**config.mk**
```make
export PLATFORM = sky130hd
export DESIGN_NAME = fixed_point_decimal_formatter
export DESIGN_NICKNAME = d
export VERILOG_FILES = /design/src/sv/fpdf_pkg.sv /design/src/sv/fpdf_dabble.sv /design/src/sv/fpdf_scale.sv /design/src/sv/fpdf_emit.sv /design/src/sv/fixed_point_decimal_formatter.sv
export VERILOG_INCLUDE_DIRS = /design/src /design/src/sv
export SDC_FILE = /design/constraint.sdc
export NUM_CORES = 1
export LEC_CHECK = 0
export ABC_AREA = 1
export BUFFER_PORTS_ARGS = -buffer_cell sky130_fd_sc_hd__buf_2
export CORE_MARGIN = 1
export CORE_UTILIZATION = 30
export CTS_CLUSTER_SIZE = 30
export DETAILED_ROUTE_END_ITERATION = 10
export SYNTH_ARGS = -nofsm -noshare
export SYNTH_HDL_FRONTEND = slang
export SYNTH_HIERARCHICAL = 1
export SYNTH_SLANG_ARGS = --single-unit
```
**constraint.sdc**
```tcl
create_clock -name i_clk -period 17.8 [get_ports i_clk]
set_clock_uncertainty 0.15 [all_clocks]
set_input_delay 0.89 -clock i_clk [delete_from_list [all_inputs] [get_ports i_clk]]
set_output_delay 0.89 -clock i_clk [all_outputs]
set_load 0.01 [all_outputs]
```
**src/sv/assert_macros.svh**
```systemverilog
// Assertion macros shared by the formatter modules.
`ifndef ASSERT_MACROS_SVH
`define ASSERT_MACROS_SVH

// Same-cycle implication, checked out of reset.
`define FPDF_ASSERT_IMP(label, ante, cons, msg) \
    label: assert property (@(posedge i_clk) disable iff (!i_rst_n) (ante) |-> (cons)) \
        else $error(msg);

// Next-cycle implication, checked out of reset.
`define FPDF_ASSERT_NXT(label, ante, cons, msg) \
    label: assert property (@(posedge i_clk) disable iff (!i_rst_n) (ante) |=> (cons)) \
        else $error(msg);

`endif

```
**src/sv/fpdf_pkg.sv**
```systemverilog
// Shared types and constants of the fixed-point decimal formatter.
package fpdf_pkg;

    localparam int VALUE_BITS_DEF = 32;

    localparam int DIG_W      = 4;
    localparam int NUM_DIGITS = 20;
    localparam int BCD_W      = NUM_DIGITS * DIG_W;
    localparam int POS_W      = 5;

    localparam int MAX_DECIMALS  = 9;
    localparam int MAX_INT_WIDTH = 20;

    localparam int CFG_IDX_W  = 3;
    localparam int CFG_DATA_W = 8;

    localparam logic [CFG_IDX_W-1:0] CFG_DECIMALS_IN = 3'd0;
    localparam logic [CFG_IDX_W-1:0] CFG_INT_WIDTH   = 3'd1;
    localparam logic [CFG_IDX_W-1:0] CFG_FRAC_WIDTH  = 3'd2;
    localparam logic [CFG_IDX_W-1:0] CFG_PAD_CHAR    = 3'd3;

    localparam logic [7:0] CH_MINUS  = 8'h2D;
    localparam logic [7:0] CH_DOT    = 8'h2E;
    localparam logic [7:0] CH_ZERO   = 8'h30;
    localparam logic [7:0] PAD_RESET = 8'h20;

    // Format settings after clamping to their legal ranges.
    typedef struct packed {
        logic [3:0] dec_in;
        logic [4:0] int_w;
        logic [3:0] frac_w;
        logic [7:0] pad;
    } t_cfg;

endpackage

```
**src/sv/fpdf_dabble.sv**
```systemverilog
// Bit-serial binary to BCD converter (shift and add-three).
module fpdf_dabble import fpdf_pkg::*; #(
    parameter int VALUE_BITS = VALUE_BITS_DEF
) (
    input  logic                  i_clk,
    input  logic                  i_rst_n,
    input  logic                  i_load,
    input  logic [VALUE_BITS-1:0] i_mag,
    output logic                  o_done,
    output logic [BCD_W-1:0]      o_bcd
);

    localparam int CNT_W = $clog2(VALUE_BITS);

    logic [VALUE_BITS-1:0] r_bin;
    logic [BCD_W-1:0]      r_bcd;
    logic [BCD_W-1:0]      n_adj;
    logic [CNT_W-1:0]      r_cnt;
    logic                  r_run;
    logic                  r_done;

    // Add three to every digit of five or more before the shift.
    always_comb begin
        for (int i = 0; i < NUM_DIGITS; i++) begin
            if (r_bcd[i*DIG_W +: DIG_W] >= 4'd5) begin
                n_adj[i*DIG_W +: DIG_W] = r_bcd[i*DIG_W +: DIG_W] + 4'd3;
            end else begin
                n_adj[i*DIG_W +: DIG_W] = r_bcd[i*DIG_W +: DIG_W];
            end
        end
    end

    always_ff @(posedge i_clk) begin
        if (!i_rst_n) begin
            r_run  <= 1'b0;
            r_done <= 1'b0;
            r_cnt  <= '0;
        end else begin
            r_done <= 1'b0;
            if (i_load) begin
                r_bin <= i_mag;
                r_bcd <= '0;
                r_cnt <= '0;
                r_run <= 1'b1;
            end else if (r_run) begin
                r_bcd <= {n_adj[BCD_W-2:0], r_bin[VALUE_BITS-1]};
                r_bin <= {r_bin[VALUE_BITS-2:0], 1'b0};
                r_cnt <= r_cnt + 1'b1;
                if (r_cnt == CNT_W'(VALUE_BITS - 1)) begin
                    r_run  <= 1'b0;
                    r_done <= 1'b1;
                end
            end
        end
    end

    assign o_done = r_done;
    assign o_bcd  = r_bcd;

endmodule

```
**src/sv/fpdf_scale.sv**
```systemverilog
// Digit-serial decimal rescaler: shift, round, carry ripple and digit count.
`include "assert_macros.svh"
module fpdf_scale import fpdf_pkg::*; (
    input  logic             i_clk,
    input  logic             i_rst_n,
    input  logic             i_load,
    input  logic [BCD_W-1:0] i_bcd,
    input  t_cfg             i_cfg,
    output logic             o_done,
    output logic [BCD_W-1:0] o_bcd,
    output logic [POS_W-1:0] o_top
);

    localparam logic [1:0] S_IDLE = 2'd0;
    localparam logic [1:0] S_UP   = 2'd1;
    localparam logic [1:0] S_DOWN = 2'd2;
    localparam logic [1:0] S_ROT  = 2'd3;

    logic [1:0]       r_state;
    logic [POS_W-1:0] r_cnt;
    logic [BCD_W-1:0] r_bcd;
    logic [POS_W-1:0] r_top;
    logic             r_carry;
    logic             r_done;

    logic [DIG_W:0]   w_sum;
    logic             w_ovf;
    logic [DIG_W-1:0] w_digit;

    // Low digit plus the pending carry.
    always_comb begin
        w_sum   = {1'b0, r_bcd[DIG_W-1:0]} + {{DIG_W{1'b0}}, r_carry};
        w_ovf   = (w_sum >= 5'd10);
        w_digit = w_ovf ? DIG_W'(w_sum - 5'd10) : w_sum[DIG_W-1:0];
    end

    always_ff @(posedge i_clk) begin
        if (!i_rst_n) begin
            r_state <= S_IDLE;
            r_cnt   <= '0;
            r_done  <= 1'b0;
        end else begin
            r_done <= 1'b0;
            case (r_state)
                S_IDLE: begin
                    if (i_load) begin
                        r_bcd   <= i_bcd;
                        r_carry <= 1'b0;
                        r_top   <= '0;
                        if (i_cfg.frac_w > i_cfg.dec_in) begin
                            r_cnt   <= {1'b0, i_cfg.frac_w - i_cfg.dec_in};
                            r_state <= S_UP;
                        end else if (i_cfg.dec_in > i_cfg.frac_w) begin
                            r_cnt   <= {1'b0, i_cfg.dec_in - i_cfg.frac_w};
                            r_state <= S_DOWN;
                        end else begin
                            r_cnt   <= '0;
                            r_state <= S_ROT;
                        end
                    end
                end
                S_UP: begin
                    // Multiply by ten: one digit left.
                    r_bcd <= {r_bcd[BCD_W-DIG_W-1:0], {DIG_W{1'b0}}};
                    r_cnt <= r_cnt - 1'b1;
                    if (r_cnt == 5'd1) begin
                        r_cnt   <= '0;
                        r_state <= S_ROT;
                    end
                end
                S_DOWN: begin
                    // Drop the low digit; carry rounds up into the next one.
                    r_carry <= (w_sum >= 5'd5);
                    r_bcd   <= {{DIG_W{1'b0}}, r_bcd[BCD_W-1:DIG_W]};
                    r_cnt   <= r_cnt - 1'b1;
                    if (r_cnt == 5'd1) begin
                        r_cnt   <= '0;
                        r_state <= S_ROT;
                    end
                end
                S_ROT: begin
                    // Ripple the rounding carry through all digits, note top nonzero.
                    r_bcd   <= {w_digit, r_bcd[BCD_W-1:DIG_W]};
                    r_carry <= w_ovf;
                    if (w_digit != '0) begin
                        r_top <= r_cnt;
                    end
                    r_cnt <= r_cnt + 1'b1;
                    if (r_cnt == POS_W'(NUM_DIGITS - 1)) begin
                        r_state <= S_IDLE;
                        r_done  <= 1'b1;
                    end
                end
                default: r_state <= S_IDLE;
            endcase
        end
    end

    assign o_done = r_done;
    assign o_bcd  = r_bcd;
    assign o_top  = r_top;

    `FPDF_ASSERT_IMP(a_rot_no_overflow, (r_state == S_ROT) && (r_cnt == POS_W'(NUM_DIGITS - 1)), !w_ovf, "carry left the top digit")
    `FPDF_ASSERT_NXT(a_done_idle, r_done, (r_state == S_IDLE) || i_load, "rescaler busy after done")

endmodule

```
**src/sv/fpdf_emit.sv**
```systemverilog
// Character emitter: padding, sign, integer digits, point and fraction.
`include "assert_macros.svh"
module fpdf_emit import fpdf_pkg::*; (
    input  logic             i_clk,
    input  logic             i_rst_n,
    input  logic             i_load,
    input  logic [BCD_W-1:0] i_bcd,
    input  logic [POS_W-1:0] i_top,
    input  logic             i_neg,
    input  t_cfg             i_cfg,
    output logic             o_strobe,
    output logic [7:0]       o_char,
    output logic             o_last
);

    localparam logic [2:0] E_IDLE = 3'd0;
    localparam logic [2:0] E_SKIP = 3'd1;
    localparam logic [2:0] E_PAD  = 3'd2;
    localparam logic [2:0] E_SIGN = 3'd3;
    localparam logic [2:0] E_INT  = 3'd4;
    localparam logic [2:0] E_DOT  = 3'd5;
    localparam logic [2:0] E_FRAC = 3'd6;

    logic [2:0]       r_state;
    logic [BCD_W-1:0] r_bcd;
    logic [POS_W-1:0] r_skip;
    logic [POS_W-1:0] r_pad;
    logic [POS_W-1:0] r_int;
    logic [3:0]       r_frac;
    logic             r_neg;
    logic             r_strobe;
    logic [7:0]       r_char;
    logic             r_last;

    logic [POS_W-1:0] w_dp;
    logic [POS_W-1:0] w_intlen;
    logic [POS_W-1:0] w_skip;
    logic [POS_W-1:0] w_len;
    logic [POS_W-1:0] w_pad;
    logic [DIG_W-1:0] w_digit;

    // Integer digit count, leading zero digits to drop, padding count.
    always_comb begin
        w_dp     = {1'b0, i_cfg.frac_w};
        w_intlen = (i_top >= w_dp) ? (i_top - w_dp + 5'd1) : 5'd1;
        w_skip   = POS_W'(NUM_DIGITS) - w_dp - w_intlen;
        w_len    = w_intlen + {{(POS_W-1){1'b0}}, i_neg};
        w_pad    = (i_cfg.int_w > w_len) ? (i_cfg.int_w - w_len) : '0;
        w_digit  = r_bcd[BCD_W-1 -: DIG_W];
    end

    always_ff @(posedge i_clk) begin
        if (!i_rst_n) begin
            r_state  <= E_IDLE;
            r_strobe <= 1'b0;
            r_last   <= 1'b0;
        end else begin
            r_strobe <= 1'b0;
            r_last   <= 1'b0;
            case (r_state)
                E_IDLE: begin
                    if (i_load) begin
                        r_bcd   <= i_bcd;
                        r_skip  <= w_skip;
                        r_pad   <= w_pad;
                        r_int   <= w_intlen;
                        r_frac  <= i_cfg.frac_w;
                        r_neg   <= i_neg;
                        r_state <= E_SKIP;
                    end
                end
                E_SKIP: begin
                    if (r_skip != '0) begin
                        r_bcd  <= {r_bcd[BCD_W-DIG_W-1:0], {DIG_W{1'b0}}};
                        r_skip <= r_skip - 1'b1;
                    end else begin
                        r_state <= E_PAD;
                    end
                end
                E_PAD: begin
                    if (r_pad != '0) begin
                        r_strobe <= 1'b1;
                        r_char   <= i_cfg.pad;
                        r_pad    <= r_pad - 1'b1;
                    end else begin
                        r_state <= E_SIGN;
                    end
                end
                E_SIGN: begin
                    if (r_neg) begin
                        r_strobe <= 1'b1;
                        r_char   <= CH_MINUS;
                    end
                    r_state <= E_INT;
                end
                E_INT: begin
                    r_strobe <= 1'b1;
                    r_char   <= CH_ZERO + {4'd0, w_digit};
                    r_bcd    <= {r_bcd[BCD_W-DIG_W-1:0], {DIG_W{1'b0}}};
                    r_int    <= r_int - 1'b1;
                    if (r_int == 5'd1) begin
                        if (r_frac != '0) begin
                            r_state <= E_DOT;
                        end else begin
                            r_last  <= 1'b1;
                            r_state <= E_IDLE;
                        end
                    end
                end
                E_DOT: begin
                    r_strobe <= 1'b1;
                    r_char   <= CH_DOT;
                    r_state  <= E_FRAC;
                end
                E_FRAC: begin
                    r_strobe <= 1'b1;
                    r_char   <= CH_ZERO + {4'd0, w_digit};
                    r_bcd    <= {r_bcd[BCD_W-DIG_W-1:0], {DIG_W{1'b0}}};
                    r_frac   <= r_frac - 1'b1;
                    if (r_frac == 4'd1) begin
                        r_last  <= 1'b1;
                        r_state <= E_IDLE;
                    end
                end
                default: r_state <= E_IDLE;
            endcase
        end
    end

    assign o_strobe = r_strobe;
    assign o_char   = r_char;
    assign o_last   = r_last;

    `FPDF_ASSERT_IMP(a_digit_valid, (r_state == E_INT) || (r_state == E_FRAC), w_digit <= 4'd9, "non-decimal digit in output")

endmodule

```
**src/sv/fixed_point_decimal_formatter.sv**
```systemverilog
// Top level of the fixed-point decimal formatter.
//
// Formats a signed fixed-point number (value / 10^decimals_in) as ASCII decimal
// text, one character per strobe on o_out_char, with o_last on the final
// character. A request is taken at a clock edge with start high and busy low;
// busy stays high until the last character has been shown. Characters come
// out as: pad_char until sign plus integer digits reach int_width, then '-'
// for a negative input (also when it rounds to zero), the integer digits
// without leading zeros, then '.' and frac_width fraction digits when
// frac_width is nonzero. The input is rescaled to frac_width decimals:
// missing decimals multiply by ten, surplus ones round with (v + 5) / 10 step
// by step. decimals_in and frac_width clamp at 9, int_width at 20.
// The receiver cannot stall: each character is valid for exactly one cycle.
// Busy covers the bit-serial binary to BCD converter, which takes the input
// one bit at a time; the rescaler, which makes one decimal step at a time
// and then a carry and digit-count pass over all 20 digit positions; and
// the emitter, which walks all 20 digit positions once (dropping leading
// zero digits or showing digits), shows the pad characters and passes
// through hand-over, sign and point. Configuration writes take effect at
// once and must be made only while busy is low.
`include "assert_macros.svh"
module fixed_point_decimal_formatter import fpdf_pkg::*; #(
    parameter int VALUE_BITS = VALUE_BITS_DEF
) (
    input  logic                         i_clk,
    input  logic                         i_rst_n,
    input  logic                         start,
    output logic                         busy,
    input  logic signed [VALUE_BITS-1:0] i_value,
    input  logic                         i_cfg_we,
    input  logic [CFG_IDX_W-1:0]         i_cfg_idx,
    input  logic [CFG_DATA_W-1:0]        i_cfg_data,
    output logic                         o_strobe,
    output logic [7:0]                   o_out_char,
    output logic                         o_last
);

    // Configuration registers, stored as written.
    logic [3:0] r_dec_in;
    logic [4:0] r_int_w;
    logic [3:0] r_frac_w;
    logic [7:0] r_pad;

    logic       r_busy;
    logic       r_neg;

    t_cfg                  w_cfg;
    logic                  w_accept;
    logic [VALUE_BITS-1:0] w_raw;
    logic [VALUE_BITS-1:0] w_mag;

    logic             w_dab_done;
    logic [BCD_W-1:0] w_dab_bcd;
    logic             w_scl_done;
    logic [BCD_W-1:0] w_scl_bcd;
    logic [POS_W-1:0] w_scl_top;

    // Clamp the settings to their legal ranges.
    always_comb begin
        w_cfg.dec_in = (r_dec_in > 4'(MAX_DECIMALS)) ? 4'(MAX_DECIMALS) : r_dec_in;
        w_cfg.frac_w = (r_frac_w > 4'(MAX_DECIMALS)) ? 4'(MAX_DECIMALS) : r_frac_w;
        w_cfg.int_w  = (r_int_w > 5'(MAX_INT_WIDTH)) ? 5'(MAX_INT_WIDTH) : r_int_w;
        w_cfg.pad    = r_pad;
    end

    // Take the magnitude; the most negative input maps to 2^(VALUE_BITS-1).
    assign w_accept = start && !r_busy;
    assign w_raw    = i_value;
    assign w_mag    = w_raw[VALUE_BITS-1]
                    ? (~w_raw + {{(VALUE_BITS-1){1'b0}}, 1'b1})
                    : w_raw;

    always_ff @(posedge i_clk) begin
        if (!i_rst_n) begin
            r_dec_in <= '0;
            r_int_w  <= '0;
            r_frac_w <= '0;
            r_pad    <= PAD_RESET;
        end else if (i_cfg_we) begin
            case (i_cfg_idx)
                CFG_DECIMALS_IN: r_dec_in <= i_cfg_data[3:0];
                CFG_INT_WIDTH:   r_int_w  <= i_cfg_data[4:0];
                CFG_FRAC_WIDTH:  r_frac_w <= i_cfg_data[3:0];
                CFG_PAD_CHAR:    r_pad    <= i_cfg_data;
                default: ; // drop writes beyond the register list
            endcase
        end
    end

    // Hold busy from the request until the final character has been shown.
    always_ff @(posedge i_clk) begin
        if (!i_rst_n) begin
            r_busy <= 1'b0;
        end else if (w_accept) begin
            r_busy <= 1'b1;
        end else if (o_strobe && o_last) begin
            r_busy <= 1'b0;
        end
    end

    always_ff @(posedge i_clk) begin
        if (w_accept) begin
            r_neg <= w_raw[VALUE_BITS-1];
        end
    end

    fpdf_dabble #(
        .VALUE_BITS (VALUE_BITS)
    ) u_dabble (
        .i_clk   (i_clk),
        .i_rst_n (i_rst_n),
        .i_load  (w_accept),
        .i_mag   (w_mag),
        .o_done  (w_dab_done),
        .o_bcd   (w_dab_bcd)
    );

    fpdf_scale u_scale (
        .i_clk   (i_clk),
        .i_rst_n (i_rst_n),
        .i_load  (w_dab_done),
        .i_bcd   (w_dab_bcd),
        .i_cfg   (w_cfg),
        .o_done  (w_scl_done),
        .o_bcd   (w_scl_bcd),
        .o_top   (w_scl_top)
    );

    fpdf_emit u_emit (
        .i_clk    (i_clk),
        .i_rst_n  (i_rst_n),
        .i_load   (w_scl_done),
        .i_bcd    (w_scl_bcd),
        .i_top    (w_scl_top),
        .i_neg    (r_neg),
        .i_cfg    (w_cfg),
        .o_strobe (o_strobe),
        .o_char   (o_out_char),
        .o_last   (o_last)
    );

    assign busy = r_busy;

    `FPDF_ASSERT_IMP(a_strobe_in_request, o_strobe, busy, "character shown outside a request")
    `FPDF_ASSERT_NXT(a_accept_no_strobe, start && !busy, !o_strobe, "character right after a request")
    `FPDF_ASSERT_NXT(a_last_ends_request, o_strobe && o_last, !busy, "busy held after last character")

endmodule

```
==> impl_metrics.tcl <==
set metrics [dict create \
    status "finished, final reports clean" \
    clkLatencyLatePin_ns 0.58 \
    grt_setup_unrepaired "no" \
    fin_tns_setup_ns 0 \
    drc_errors 0 \
    die_h_um 262 \
    drt_first_iter_violations 897 \
    relSlewSlack_pct 27.1 \
    period_minus_slack_ns 4.08 \
    grt_pass1_wl_um 74500 \
    multiInputGateArea_mm2 0.00869 \
    antenna_found_initial 0 \
    synthMuxAreaShare_pct 4.23 \
    fmax_mhz 245 \
    place.gp.congestion 0.830 \
    layout_commonest_cell "nand2_1" \
    yosys_most_used_dff "edfxtp_1" \
    synth-compound-area-share_pct 9.22 \
    h-tree-depth 2 \
    pin_count 58 \
    drive_above_1_share_pct 11.1 \
    seq_area_frac_synth_pct 49.7 \
    synth_seq_cells 349 \
    dr.pass1.iters 5 \
    async_reset_ff_share_pct 0 \
    die_area_mm2 0.0685 \
    vias_per_cell 4.73 \
    row_count 94 \
    hold_class "reg -> reg" \
    stdcell_count 3207 \
    routedWlPerCell_um 14.0 \
    setup_viol 0 \
    crit_fanout 6 \
    postCtsSetupBuffers 0 \
    clkSinkCount 349 \
    clkTransAtPathRegs_ns 0.06 \
    final_cell_mix "nand2_1, edfxtp_1, inv_1" \
    drv_slew 0 \
    cts_buffers 40 \
    register_area_mm2 0.0101 \
    syn-cell-area_mm2 0.0202 \
    pwr-share-seq_pct 41.5 \
    dp.cells 3133 \
    sw_frac_of_total_pct 34.7 \
    power.internal_mw 2.02 \
    synth_fp_nets 2417 \
    grt_pass1_vias 14800 \
    grt_usage_pct 13.3 \
    die_w_um 262 \
    path_class "reg -> reg" \
    max-vdd-ir-drop_mv 0.0877 \
    area_growth_pct 11.7 \
    synthSimpleGateAreaFrac_pct 21.8 \
    dp_hpwl_um 30000 \
    gr-total-overflow 0 \
    wl_um 44800 \
    antenna_cells 0 \
    power_frac_comb_pct 31.8 \
    power_mw 3.10 \
    powerDensity_mw_per_mm2 137 \
    required_ns 18.06 \
    tightest_slew_ns 1.09 \
    synth_edf_count 307 \
    vias 15200 \
    cts_resized 0 \
    power.share.clock_pct 26.7 \
    cts_hold_buf 0 \
    tritoncts "done" \
    synth_fa_ha_area_share_pct 6.21 \
    synth_top_family_by_area "simple AND/OR/NAND/NOR gates" \
    post-route-period-util_pct 22.9 \
    synthXorXnorAreaFrac_pct 1.30 \
    cts_root_buf "clkbuf_16" \
    leakage_nw 9.35 \
    initial_core_util_pct 30.5 \
    syn-instance-count 2272 \
    cts_buffer_depth 3 \
    ant_nets 0 \
    yosysUniqueCellTypes 48 \
    fillers 6810 \
    endpoint_kind "register" \
    max_cap_violations 0 \
    postSynthAreaPerCell_um2 8.90 \
    hold_viol_final 0 \
    switchingPower_mw 1.08 \
    cp.arrival_ns 4.34 \
    nets 2456 \
    hold-worst-slack_ns 0.304 \
    ys_warn_count 6 \
    core_mm2 0.0662 \
    start_kind "register" \
    grt_max_degree 91 \
    io_buffers 57 \
]
==> through the flow <==
step	worst slack (ns)	util (%)	cell area, µm²
finish	13.72	34.1	22600
global route	13.14	34.1	22600
CTS	13.74	34.1	22600
detailed placement	13.75	32.1	21300
global placement	13.80	32.1	21300
floorplan	10.16	-	20200
==> metal layers <==
metal | up-vias | GRT usage (%) | share of wire (%)
met5 | - | 0 | 0
met4 | 0 | 4.65 | 2.6
met3 | 67 | 1.92 | 3.6
met2 | 266 | 22.6 | 46
met1 | 7114 | 17.2 | 47
li1 | 7722 | - | -
==> path summary, 6_finish.rpt <==
check                                         startpoint                   endpoint  slack [ns]  cells after the start
worst max-delay path            r_frac_w[1]$_SDFFE_PN0P_  u_emit/r_pad[1]$_DFFE_PP_       13.72                     24
worst min-delay path            r_dec_in[0]$_SDFFE_PN0P_   r_dec_in[0]$_SDFFE_PN0P_        0.30                      2
worst max register to register  r_frac_w[1]$_SDFFE_PN0P_  u_emit/r_pad[1]$_DFFE_PP_       13.72                     24
worst min register to register  r_dec_in[0]$_SDFFE_PN0P_   r_dec_in[0]$_SDFFE_PN0P_        0.30                      2
==> critical path, cell delays in order, from the launching register on <==
cell     delay [ns]
dfxtp_1        0.30
o21ai_0        0.15
inv_1          0.08
nor2_1         0.41
inv_1          0.09
ha_1           0.35
nand2_1        0.09
inv_1          0.05
nand4_1        0.07
nand3_1        0.20
nand2_1        0.18
ha_1           0.19
ha_1           0.18
inv_1          0.05
nor2_1         0.13
nand2_1        0.06
nand2_1        0.06
nand2_1        0.06
ha_1           0.32
nand2_1        0.11
nor3_1         0.18
nor2_1         0.10
nor2_1         0.21
nand2_1        0.09
o21ai_0        0.08
==> synth_stat cells, types with 14 or more instances <==
library cell	count	area, µm²
a22oi_1	69	518
mux2_2	70	788
a21oi_1	62	310
xnor2_1	16	140
xor2_1	14	123
buf_2	21	105
dfxtp_1	42	841
buf_6	18	203
inv_1	276	1040
o21ai_0	138	691
clkbuf_1	22	82.6
nor3_1	29	145
nand3_1	98	490
nor2_1	248	931
nand2_1	574	2150
ha_1	94	1180
nand4_1	52	325
edfxtp_1	307	9220
==> registers in the layout (all words and copies together) (netlist names), 4 cells and up <==
name,count
u_scale/o_top,5
u_dabble/r_bin,32
u_scale/r_cnt,5
r_dec_in,4
r_pad,8
u_emit/r_int,5
u_emit/r_bcd,80
r_int_w,5
u_dabble/o_bcd,80
r_frac_w,4
u_dabble/r_cnt,5
u_emit/r_pad,5
u_emit/r_skip,5
u_scale/o_bcd,80
u_emit/o_char,8
u_emit/r_frac,4
==> power by group through the flow <==
stage | clock [mW] | combinational [mW] | sequential [mW]
6_report | 0.828 | 0.985 | 1.29
5_1_grt | 0.883 | 1.12 | 1.31
4_1_cts | 0.855 | 0.995 | 1.29
3_5_place_dp | 0 | 0.988 | 1.30
3_3_place_gp | 0 | 0.979 | 1.30
2_1_floorplan | 0 | 0.793 | 1.27
==> logic make-up (layout without fill, tap and decap cells) <==
family / after synthesis / in the layout
xor gates and xnor gates: 30 / 30
adders and majority gates: 98 / 98
AOI/OAI and AO/OA: 316 / 316
DFF: 349 / 349
muxes: 76 / 76
buffers and inverters: 357 / 428
and+or+nand+nor: 1046 / 1046
==> final cells by class <==
cell class,count,area share [%]
sequential,349,44.5
multi-input combinational,1566,38.5
clock buffer,58,5.09
tap,864,4.79
inverter,286,4.76
timing repair buffer,68,1.63
clock inverter,16,0.704
Note: power is estimated with default switching activity, not from simulation.
